==> config.mk <==
export PLATFORM = sky130hd
export DESIGN_NAME = button_debounce_hold_events_flat
export DESIGN_NICKNAME = d
export VERILOG_FILES = /design/src/rtl/bdhe_pkg.sv /design/src/rtl/bdhe_if.sv /design/src/rtl/bdhe_lane.sv /design/src/rtl/bdhe_merge.sv /design/src/rtl/button_debounce_hold_events.sv /design/src/flat_wrapper.sv
export SDC_FILE = /design/constraint.sdc
export NUM_CORES = 2
export LEC_CHECK = 0
export BUFFER_PORTS_ARGS = -buffer_cell sky130_fd_sc_hd__buf_4
export CAP_MARGIN = 30
export CORE_MARGIN = 5
export CORE_UTILIZATION = 30
export DETAILED_ROUTE_END_ITERATION = 12
export MAX_ROUTING_LAYER = met4
export PLACE_DENSITY = 0.41
export SYNTH_ARGS = -nofsm -noshare
export SYNTH_HDL_FRONTEND = slang
export SYNTH_SLANG_ARGS = --single-unit
==> constraint.sdc <==
create_clock -name clock -period 11.5 [get_ports clock]
set_input_delay 2.3 -clock clock [delete_from_list [all_inputs] [get_ports clock]]
set_output_delay 2.3 -clock clock [all_outputs]
set_load 0.02 [all_outputs]
==> src/rtl/bdhe_pkg.sv <==
// Shared types and constants for the button debounce and hold event block.
package bdhe_pkg;

   localparam int NUM_BUTTONS_DEF = 8;
   localparam int PIN_W           = 8;
   localparam int TIME_W          = 32;
   localparam int CFG_MS_W        = 16;
   localparam int ACTIVE_W        = 4;
   localparam int BTN_W           = 3;
   localparam int CSR_INDEX_W     = 2;
   localparam int CSR_DATA_W      = 16;

   localparam logic [CSR_INDEX_W-1:0] CSR_DEBOUNCE = 2'd0;
   localparam logic [CSR_INDEX_W-1:0] CSR_HOLD     = 2'd1;
   localparam logic [CSR_INDEX_W-1:0] CSR_ACTIVE   = 2'd2;

   localparam logic [CFG_MS_W-1:0] DEBOUNCE_RESET = 16'd50;
   localparam logic [CFG_MS_W-1:0] HOLD_RESET     = 16'd1000;
   localparam logic [ACTIVE_W-1:0] ACTIVE_RESET   = 4'd8;

   typedef enum logic [1:0] {
      KIND_PRESSED  = 2'd0,
      KIND_RELEASED = 2'd1,
      KIND_HELD     = 2'd2
   } kind_type;

   typedef struct packed {
      logic [CFG_MS_W-1:0] debounce_ms;
      logic [CFG_MS_W-1:0] hold_threshold_ms;
   } cfg_type;

   typedef struct packed {
      logic              fire;
      kind_type          kind;
      logic [TIME_W-1:0] duration;
   } lane_evt_type;

endpackage

==> src/rtl/bdhe_if.sv <==
// Valid/ready channel interfaces for scan words and event words.
interface bdhe_req_if;
   logic                         valid;
   logic                         ready;
   logic [bdhe_pkg::TIME_W-1:0]  time_ms;
   logic [bdhe_pkg::PIN_W-1:0]   pin_levels;

   modport source (output valid, output time_ms, output pin_levels, input ready);
   modport sink   (input valid, input time_ms, input pin_levels, output ready);
endinterface

interface bdhe_rsp_if;
   logic                         valid;
   logic                         ready;
   logic [bdhe_pkg::BTN_W-1:0]   button_index;
   bdhe_pkg::kind_type           event_kind;
   logic [bdhe_pkg::TIME_W-1:0]  press_duration;
   logic                         last_of_scan;

   modport source (output valid, output button_index, output event_kind,
                   output press_duration, output last_of_scan, input ready);
   modport sink   (input valid, input button_index, input event_kind,
                   input press_duration, input last_of_scan, output ready);
endinterface

==> src/rtl/bdhe_lane.sv <==
// One button lane: lockout debounce, press timing and hold detection.
module bdhe_lane (
   input  logic                         clock,
   input  logic                         reset,
   input  logic                         enable,
   input  bdhe_pkg::cfg_type            cfg,
   input  logic [bdhe_pkg::TIME_W-1:0]  now,
   input  logic                         raw_pressed,
   output bdhe_pkg::lane_evt_type       evt
);

   logic                        stable_ff, stable_in;
   logic                        held_ff, held_in;
   logic [bdhe_pkg::TIME_W-1:0] last_change_ff, last_change_in;
   logic [bdhe_pkg::TIME_W-1:0] start_ff, start_in;
   logic [bdhe_pkg::TIME_W-1:0] since_change;
   logic [bdhe_pkg::TIME_W-1:0] since_start;

   assign since_change = now - last_change_ff;
   assign since_start  = now - start_ff;

   always_comb begin
      stable_in      = stable_ff;
      held_in        = held_ff;
      last_change_in = last_change_ff;
      start_in       = start_ff;
      evt.fire       = 1'b0;
      evt.kind       = bdhe_pkg::KIND_PRESSED;
      evt.duration   = '0;
      if (enable) begin
         if (raw_pressed != stable_ff) begin
            if (since_change > {{(bdhe_pkg::TIME_W-bdhe_pkg::CFG_MS_W){1'b0}},
                                cfg.debounce_ms}) begin
               evt.fire       = 1'b1;
               stable_in      = raw_pressed;
               last_change_in = now;
               if (raw_pressed) begin
                  start_in = now;
                  held_in  = 1'b0;
               end else begin
                  evt.kind     = bdhe_pkg::KIND_RELEASED;
                  evt.duration = since_start;
               end
            end
         end else if (stable_ff && !held_ff &&
                      since_start >= {{(bdhe_pkg::TIME_W-bdhe_pkg::CFG_MS_W){1'b0}},
                                      cfg.hold_threshold_ms}) begin
            evt.fire     = 1'b1;
            evt.kind     = bdhe_pkg::KIND_HELD;
            evt.duration = since_start;
            held_in      = 1'b1;
         end
      end
   end

   always_ff @(posedge clock) begin
      if (reset) begin
         stable_ff      <= 1'b0;
         held_ff        <= 1'b0;
         last_change_ff <= '0;
         start_ff       <= '0;
      end else begin
         stable_ff      <= stable_in;
         held_ff        <= held_in;
         last_change_ff <= last_change_in;
         start_ff       <= start_in;
      end
   end

endmodule

==> src/rtl/bdhe_merge.sv <==
// Merges the events found by the lanes into one event word per cycle while the receiver is ready.
module bdhe_merge #(
   parameter int LANES = bdhe_pkg::NUM_BUTTONS_DEF
) (
   input  logic                         clock,
   input  logic                         reset,
   input  logic                         load,
   input  bdhe_pkg::lane_evt_type       lane_evt [LANES],
   output logic                         can_load,
   bdhe_rsp_if.source                   rsp_chan
);

   localparam int IDX_W = (LANES > 1) ? $clog2(LANES) : 1;

   logic [LANES-1:0]            pend_ff, pend_in;
   bdhe_pkg::kind_type          kind_ff [LANES];
   logic [bdhe_pkg::TIME_W-1:0] dur_ff  [LANES];
   logic [IDX_W-1:0]            pick;
   logic [LANES-1:0]            pick_mask;
   logic                        single;
   logic                        move;

   logic                        out_valid_ff, out_valid_in;
   logic [bdhe_pkg::BTN_W-1:0]  out_btn_ff;
   bdhe_pkg::kind_type          out_kind_ff;
   logic [bdhe_pkg::TIME_W-1:0] out_dur_ff;
   logic                        out_last_ff;

   // Lowest pending lane goes first, which keeps the button index order.
   always_comb begin
      pick      = '0;
      pick_mask = '0;
      for (int i = LANES - 1; i >= 0; i--) begin
         if (pend_ff[i]) begin
            pick      = IDX_W'(i);
            pick_mask = LANES'(1) << i;
         end
      end
   end

   assign single   = ((pend_ff & (pend_ff - LANES'(1))) == '0);
   assign move     = (pend_ff != '0) && (!out_valid_ff || rsp_chan.ready);
   assign can_load = (pend_ff == '0) || (move && single);

   always_comb begin
      pend_in = pend_ff;
      if (move) begin
         pend_in = pend_ff & ~pick_mask;
      end
      if (load) begin
         for (int i = 0; i < LANES; i++) begin
            pend_in[i] = lane_evt[i].fire;
         end
      end
      out_valid_in = out_valid_ff;
      if (move) begin
         out_valid_in = 1'b1;
      end else if (rsp_chan.ready) begin
         out_valid_in = 1'b0;
      end
   end

   always_ff @(posedge clock) begin
      if (reset) begin
         pend_ff      <= '0;
         out_valid_ff <= 1'b0;
      end else begin
         pend_ff      <= pend_in;
         out_valid_ff <= out_valid_in;
      end
   end

   always_ff @(posedge clock) begin
      if (load) begin
         for (int i = 0; i < LANES; i++) begin
            kind_ff[i] <= lane_evt[i].kind;
            dur_ff[i]  <= lane_evt[i].duration;
         end
      end
      if (move) begin
         out_btn_ff  <= bdhe_pkg::BTN_W'(pick);
         out_kind_ff <= kind_ff[pick];
         out_dur_ff  <= dur_ff[pick];
         out_last_ff <= single;
      end
   end

   assign rsp_chan.valid          = out_valid_ff;
   assign rsp_chan.button_index   = out_btn_ff;
   assign rsp_chan.event_kind     = out_kind_ff;
   assign rsp_chan.press_duration = out_dur_ff;
   assign rsp_chan.last_of_scan   = out_last_ff;

endmodule

==> src/rtl/button_debounce_hold_events.sv <==
// Top level of the button debouncer with hold detection.
//
// Usage: each word on req_chan is one scan, a millisecond timestamp and the
// active-low pin levels of up to eight buttons. Each word on rsp_chan is one
// event: the button, its kind (pressed, released, held), the press duration
// and a flag on the last event that a scan caused. A scan that causes no event
// produces no word at all.
// All active lanes judge a scan in the cycle it is accepted and update their
// state at once, so a scan can follow in the very next cycle. The events found
// are held in a pending set and leave through an output register, lowest button
// first, one word per cycle while the receiver is ready; the first event passes
// through both. The next scan is taken once no events are pending, or in the
// cycle the last pending event moves out; a scan causes at most eight events.
// When the receiver stalls, events wait in the output register and pending
// set; req_chan.ready drops only while earlier events still wait there.
// Reset clears all button state, the pending events and the output register,
// and sets the registers to their reset values (debounce 50 ms, hold 1000 ms,
// eight buttons). The csr port writes a register, with no read-back.
module button_debounce_hold_events #(
   parameter int NUM_BUTTONS = bdhe_pkg::NUM_BUTTONS_DEF
) (
   input  logic                              clock,
   input  logic                              reset,
   input  logic                              csr_write_enable,
   input  logic [bdhe_pkg::CSR_INDEX_W-1:0]  csr_index,
   input  logic [bdhe_pkg::CSR_DATA_W-1:0]   csr_write_data,
   bdhe_req_if.sink                          req_chan,
   bdhe_rsp_if.source                        rsp_chan
);

   // Only as many lanes as there are pin bits can ever be scanned.
   localparam int LANES = (NUM_BUTTONS < bdhe_pkg::PIN_W) ? NUM_BUTTONS : bdhe_pkg::PIN_W;

   bdhe_pkg::cfg_type              cfg_ff, cfg_in;
   logic [bdhe_pkg::ACTIVE_W-1:0]  active_ff, active_in;
   logic                           accept;
   logic                           can_load;
   bdhe_pkg::lane_evt_type         lane_evt [LANES];

   always_comb begin
      cfg_in    = cfg_ff;
      active_in = active_ff;
      if (csr_write_enable) begin
         case (csr_index)
            bdhe_pkg::CSR_DEBOUNCE: cfg_in.debounce_ms       = csr_write_data;
            bdhe_pkg::CSR_HOLD:     cfg_in.hold_threshold_ms = csr_write_data;
            bdhe_pkg::CSR_ACTIVE:   active_in = csr_write_data[bdhe_pkg::ACTIVE_W-1:0];
            default:                ;
         endcase
      end
   end

   always_ff @(posedge clock) begin
      if (reset) begin
         cfg_ff.debounce_ms       <= bdhe_pkg::DEBOUNCE_RESET;
         cfg_ff.hold_threshold_ms <= bdhe_pkg::HOLD_RESET;
         active_ff                <= bdhe_pkg::ACTIVE_RESET;
      end else begin
         cfg_ff    <= cfg_in;
         active_ff <= active_in;
      end
   end

   assign req_chan.ready = can_load;
   assign accept         = req_chan.valid && can_load;

   // A lane takes part in a scan only when its index is below the active
   // count; counts beyond the lane count simply enable every lane.
   for (genvar i = 0; i < LANES; i++) begin : g_lane
      bdhe_lane u_lane (
         .clock       (clock),
         .reset       (reset),
         .enable      (accept && (active_ff > bdhe_pkg::ACTIVE_W'(i))),
         .cfg         (cfg_ff),
         .now         (req_chan.time_ms),
         .raw_pressed (!req_chan.pin_levels[i]),
         .evt         (lane_evt[i])
      );
   end

   bdhe_merge #(
      .LANES (LANES)
   ) u_merge (
      .clock    (clock),
      .reset    (reset),
      .load     (accept),
      .lane_evt (lane_evt),
      .can_load (can_load),
      .rsp_chan (rsp_chan)
   );

endmodule

==> src/flat_wrapper.sv <==
// flat-port wrapper written by rule: the top's interface ports become plain ports
module button_debounce_hold_events_flat 
#(
   parameter int NUM_BUTTONS = bdhe_pkg::NUM_BUTTONS_DEF
)
  (clock, reset, csr_write_enable, csr_index, csr_write_data, req_chan_valid, req_chan_time_ms, req_chan_pin_levels, req_chan_ready, rsp_chan_valid, rsp_chan_button_index, rsp_chan_event_kind, rsp_chan_press_duration, rsp_chan_last_of_scan, rsp_chan_ready);
  bdhe_req_if req_chan_i ();
  bdhe_rsp_if rsp_chan_i ();
  input  logic clock;
  input  logic reset;
  input  logic csr_write_enable;
  input  logic [bdhe_pkg::CSR_INDEX_W-1:0] csr_index;
  input  logic [bdhe_pkg::CSR_DATA_W-1:0] csr_write_data;
  input wire logic [$bits(req_chan_i.valid)-1:0] req_chan_valid;
  input wire logic [$bits(req_chan_i.time_ms)-1:0] req_chan_time_ms;
  input wire logic [$bits(req_chan_i.pin_levels)-1:0] req_chan_pin_levels;
  output wire logic [$bits(req_chan_i.ready)-1:0] req_chan_ready;
  output wire logic [$bits(rsp_chan_i.valid)-1:0] rsp_chan_valid;
  output wire logic [$bits(rsp_chan_i.button_index)-1:0] rsp_chan_button_index;
  output wire logic [$bits(rsp_chan_i.event_kind)-1:0] rsp_chan_event_kind;
  output wire logic [$bits(rsp_chan_i.press_duration)-1:0] rsp_chan_press_duration;
  output wire logic [$bits(rsp_chan_i.last_of_scan)-1:0] rsp_chan_last_of_scan;
  input wire logic [$bits(rsp_chan_i.ready)-1:0] rsp_chan_ready;
  assign req_chan_i.valid = req_chan_valid;
  assign req_chan_i.time_ms = req_chan_time_ms;
  assign req_chan_i.pin_levels = req_chan_pin_levels;
  assign req_chan_ready = req_chan_i.ready;
  assign rsp_chan_valid = rsp_chan_i.valid;
  assign rsp_chan_button_index = rsp_chan_i.button_index;
  assign rsp_chan_event_kind = rsp_chan_i.event_kind;
  assign rsp_chan_press_duration = rsp_chan_i.press_duration;
  assign rsp_chan_last_of_scan = rsp_chan_i.last_of_scan;
  assign rsp_chan_i.ready = rsp_chan_ready;
  button_debounce_hold_events #(.NUM_BUTTONS(NUM_BUTTONS)) u_core (.clock(clock), .reset(reset), .csr_write_enable(csr_write_enable), .csr_index(csr_index), .csr_write_data(csr_write_data), .req_chan(req_chan_i), .rsp_chan(rsp_chan_i));
endmodule
==> flow_metrics.py <==
metrics = {
    "floorplan": {
        "die_w_um": 503,
        "io_pins": 103,
        "die_y_um": 503,
        "core_um2": 243000,
        "design.die.area_um2": 253000,
        "num_rows": 181,
        "initial_core_util": 0.301,
    },
    "placement": {
        "dp_hpwl_um": 250000,
        "place_congestion": 0.920,
        "placed_cell_area_um2": 77500,
        "port_buffers": 102,
    },
    "clock_tree": {
        "clock_path_buffers": 3,
        "htree_num_levels": 3,
        "post_cts_buffers": 0,
        "tritoncts.num_buffers": 115,
        "clock_latency_ns": 0.79,
        "clock-sinks": 883,
        "ctsResizeCount": 0,
        "cts_tree": "done",
        "ctsHoldBuffers": 0,
        "clock-root-buffer": "clkbuf_16",
        "clk_pin_slew_ns": 0.06,
    },
    "critical_path": {
        "max_stage_delay_ns": 0.87,
        "worstSetupPathDepth": 18,
        "rr_endpoint": "u_core.g_lane[1].u_lane.start_ff[6]",
        "timing.rr.start": "u_core.g_lane[1].u_lane.last_change_ff[1]",
        "cp_num_buf_inv": 2,
        "arrival_ns": 8.88,
        "cp_top_family": "compound AO/OA/AOI/OAI gates",
        "worstPathCellList": "buf_4 -> ha_1 -> nor2b_1 -> o31a_1 -> o311ai_0 -> o21ai_0 -> xor2_1 -> ha_1 -> a21o_1 -> a21o_1 -> a21oi_1 -> o211ai_1 -> a2111o_1 -> or4_1 -> nor4_4 -> buf_4 -> nor4_1 -> a31o_2",
        "critPathKind": "in2reg",
        "worstSetupEndpointType": "flip-flop",
        "required_ns": 12.17,
        "crit_path_start": "req_chan_time_ms[1]",
        "critPathMaxFanout": 66,
        "reg2reg_depth": 18,
        "endpoint": "u_core.g_lane[1].u_lane.start_ff[6]",
        "cpMaxStageDelayCell": "o311ai_0",
        "start_kind": "input port",
        "ff2ff_setup_slack_ns": 5.17,
    },
    "yosys": {
        "ys.flop_type": "dfxtp_1",
        "synthCells": 8669,
        "synth_largest_area_cell": "dfxtp_1",
        "ys_seq_elements": 883,
        "syn_avg_cell_area_um2": 8.42,
        "synth_edf_count": 310,
        "syn_area_um2": 73000,
        "synth_nets": 9508,
        "synth_cell_types": 104,
        "synthTopCellsByArea": "dfxtp_1 (16%), ha_1 (13%), edfxtp_1 (13%), mux2i_1 (6.2%), a21oi_1 (5.2%)",
        "synthArstFlopShare": 0,
        "yosys_warnings": 0,
        "ys_seq_area_frac": 0.285,
        "yosys.area.top_type_share": 0.157,
    },
    "routing": {
        "wl_per_cell_um": 28.2,
        "drtIter0Drc": 6236,
        "vias": 67800,
        "totalWireLength_um": 336000,
        "drt-pass1-iter-count": 6,
        "ant_nets": 0,
        "via_per_inst": 5.69,
        "drc": 0,
    },
    "grt": {
        "grt.total_usage": 0.264,
        "overflow": 0,
        "antenna_found_initial": 30,
        "grt_max_degree": 145,
        "grt_pass1_vias": 64600,
        "grt_pass1_wl_um": 474000,
    },
    "pwr": {
        "powerDensity_nw_per_um2": 242,
        "p_leak_nw": 31.9,
        "ir_worst_vdd_mv": 0.187,
    },
    "cells_and_area": {
        "layout-drive-gt1-share": 0.0801,
        "register_area_um2": 20800,
        "syn2layout_area_growth_pct": 11.7,
        "nets": 9446,
        "final_common_cell": "nand2_1",
        "final_cell_mix": "nand2_1 (937), ha_1 (760), a21oi_1 (756), inv_1 (684), dfxtp_1 (573)",
        "finalInstanceArea_um2": 81500,
        "nFillCells": 25500,
        "multi_input_area_um2": 48200,
    },
    "sta": {
        "fin_skew_ns": 0.0343,
        "rsz0062_at_grt": "false",
        "period_minus_slack_ns": 8.21,
        "post-route-period-util": 0.714,
        "fin_tns_setup_ns": 0,
        "maxSlewViolCount": 0,
        "hold_viol_final": 0,
        "fmax_ghz": 0.122,
        "setup_viol": 0,
        "relSlewSlack": 0.297,
        "worst_slew_pin_slew_ns": 1.05,
    },
    "run": {
        "max-cap-violations": 0,
    },
    "outcome": {
        "status": "complete, no violations",
    },
    "min_path": {
        "min_from": "u_core.cfg_ff[31]",
        "hp-class": "reg2reg",
    },
}
-- sequential cells by signal, summed over array words and instances (netlist names), 8 cells and up --
signal	cells
u_core.u_merge.pend_ff	8
u_core.g_lane.u_lane.held_ff	8
u_core.g_lane.u_lane.last_change_ff	256
u_core.cfg_ff	32
u_core.u_merge.kind_ff	16
u_core.u_merge.dur_ff	256
u_core.g_lane.u_lane.start_ff	256
u_core.u_merge.rsp_chan.press_duration	32
u_core.g_lane.u_lane.stable_ff	8
-- cells by family (layout without fill, tap and decap cells) --
| family | after synthesis | after routing | synth area share |
|---|---|---|---|
| other | 0 | 13 | 0 |
| buffers and inverters | 1112 | 1152 | 0.0589 |
| muxes | 562 | 562 | 0.0894 |
| DFF | 883 | 883 | 0.285 |
| AOI/OAI and AO/OA | 2529 | 2529 | 0.227 |
| xor gates and xnor gates | 346 | 346 | 0.0415 |
| and+or+nand+nor | 2459 | 2459 | 0.163 |
| adders and majority gates | 778 | 778 | 0.135 |
-- worst min path at each step --
stage | to | slack [ns] | cells after the start
after global placement | u_core.cfg_ff[28] | 0.44 | 2
final | u_core.cfg_ff[31] | 0.45 | 2
after floorplan | u_core.g_lane[0].u_lane.start_ff[10] | 0.43 | 2
after CTS | u_core.cfg_ff[23] | 0.45 | 2
after global routing | u_core.cfg_ff[27] | 0.47 | 2
after detailed placement | u_core.cfg_ff[22] | 0.45 | 2
-- worst register-to-register path: stages (launching register included) --
cell	delay (ns)
dfxtp_1	0.33
inv_1	0.07
ha_1	0.26
nor2b_1	0.14
o31a_1	0.29
o311ai_0	0.87
o21ai_0	0.42
xor2_1	0.26
ha_1	0.35
a21o_1	0.16
a21o_1	0.17
a21oi_1	0.14
o211ai_1	0.24
a2111o_1	0.45
or4_1	0.54
nor4_4	0.33
buf_4	0.74
nor4_1	0.25
a31o_2	0.26
-- routing by layer --
layer,up-vias,global-route usage,routed length [um]
li1,31800,-,-
met1,33700,0.368,161000
met2,1941,0.401,146000
met3,383,0.0227,16100
met4,0,0.0903,13000
met5,-,-,0
-- power breakdown --
group	switching, mW	total (mW)	internal, mW	leakage [nW]
registers	0.564	5.13	4.57	7.76
logic	6.83	10.7	3.90	22.2
clock network	1.65	3.86	2.22	1.89
-- per-stage QoR --
step	hold WS, ns	worst slack (ns)	total power [mW]	util	cells
detailed placement	0.447	2.46	15.8	0.319	11700
CTS	0.454	3.32	19.8	0.335	11900
global placement	0.441	2.58	15.8	0.319	11700
finish	0.452	3.29	19.7	0.336	11900
floorplan	0.435	0.552	12.0	-	8669
global route	0.470	2.91	20.8	0.336	11900
-- synth_stat cells (41+ instances only) --
cell / count
a211oi_1: 116
a21boi_0: 153
a21o_1: 226
a21oi_1: 759
a31o_2: 44
a31oi_1: 66
and2_1: 47
and3_1: 64
and4_1: 41
buf_2: 48
clkbuf_1: 348
dfxtp_1: 573
edfxtp_1: 310
ha_1: 760
inv_1: 685
mux2_2: 41
mux2i_1: 453
mux4_2: 68
nand2_1: 945
nand2b_1: 64
nand3_1: 164
nand4_1: 153
nor2_1: 450
nor2b_1: 73
nor3_1: 140
nor4_1: 93
o211ai_1: 134
o21a_1: 105
o21ai_0: 448
o21bai_1: 53
or3_1: 53
xnor2_1: 210
xor2_1: 136
-- area by class of cell --
cell class | count | area share
diodes | 13 | 0.000399
well taps | 3202 | 0.0492
clock buffers | 152 | 0.0392
repair buffers | 246 | 0.0234
flip-flops and latches | 883 | 0.255
clock inverters | 67 | 0.00947
multi-input cells | 6674 | 0.591
inverters | 687 | 0.0319
Power figures use the tool's default switching activity.
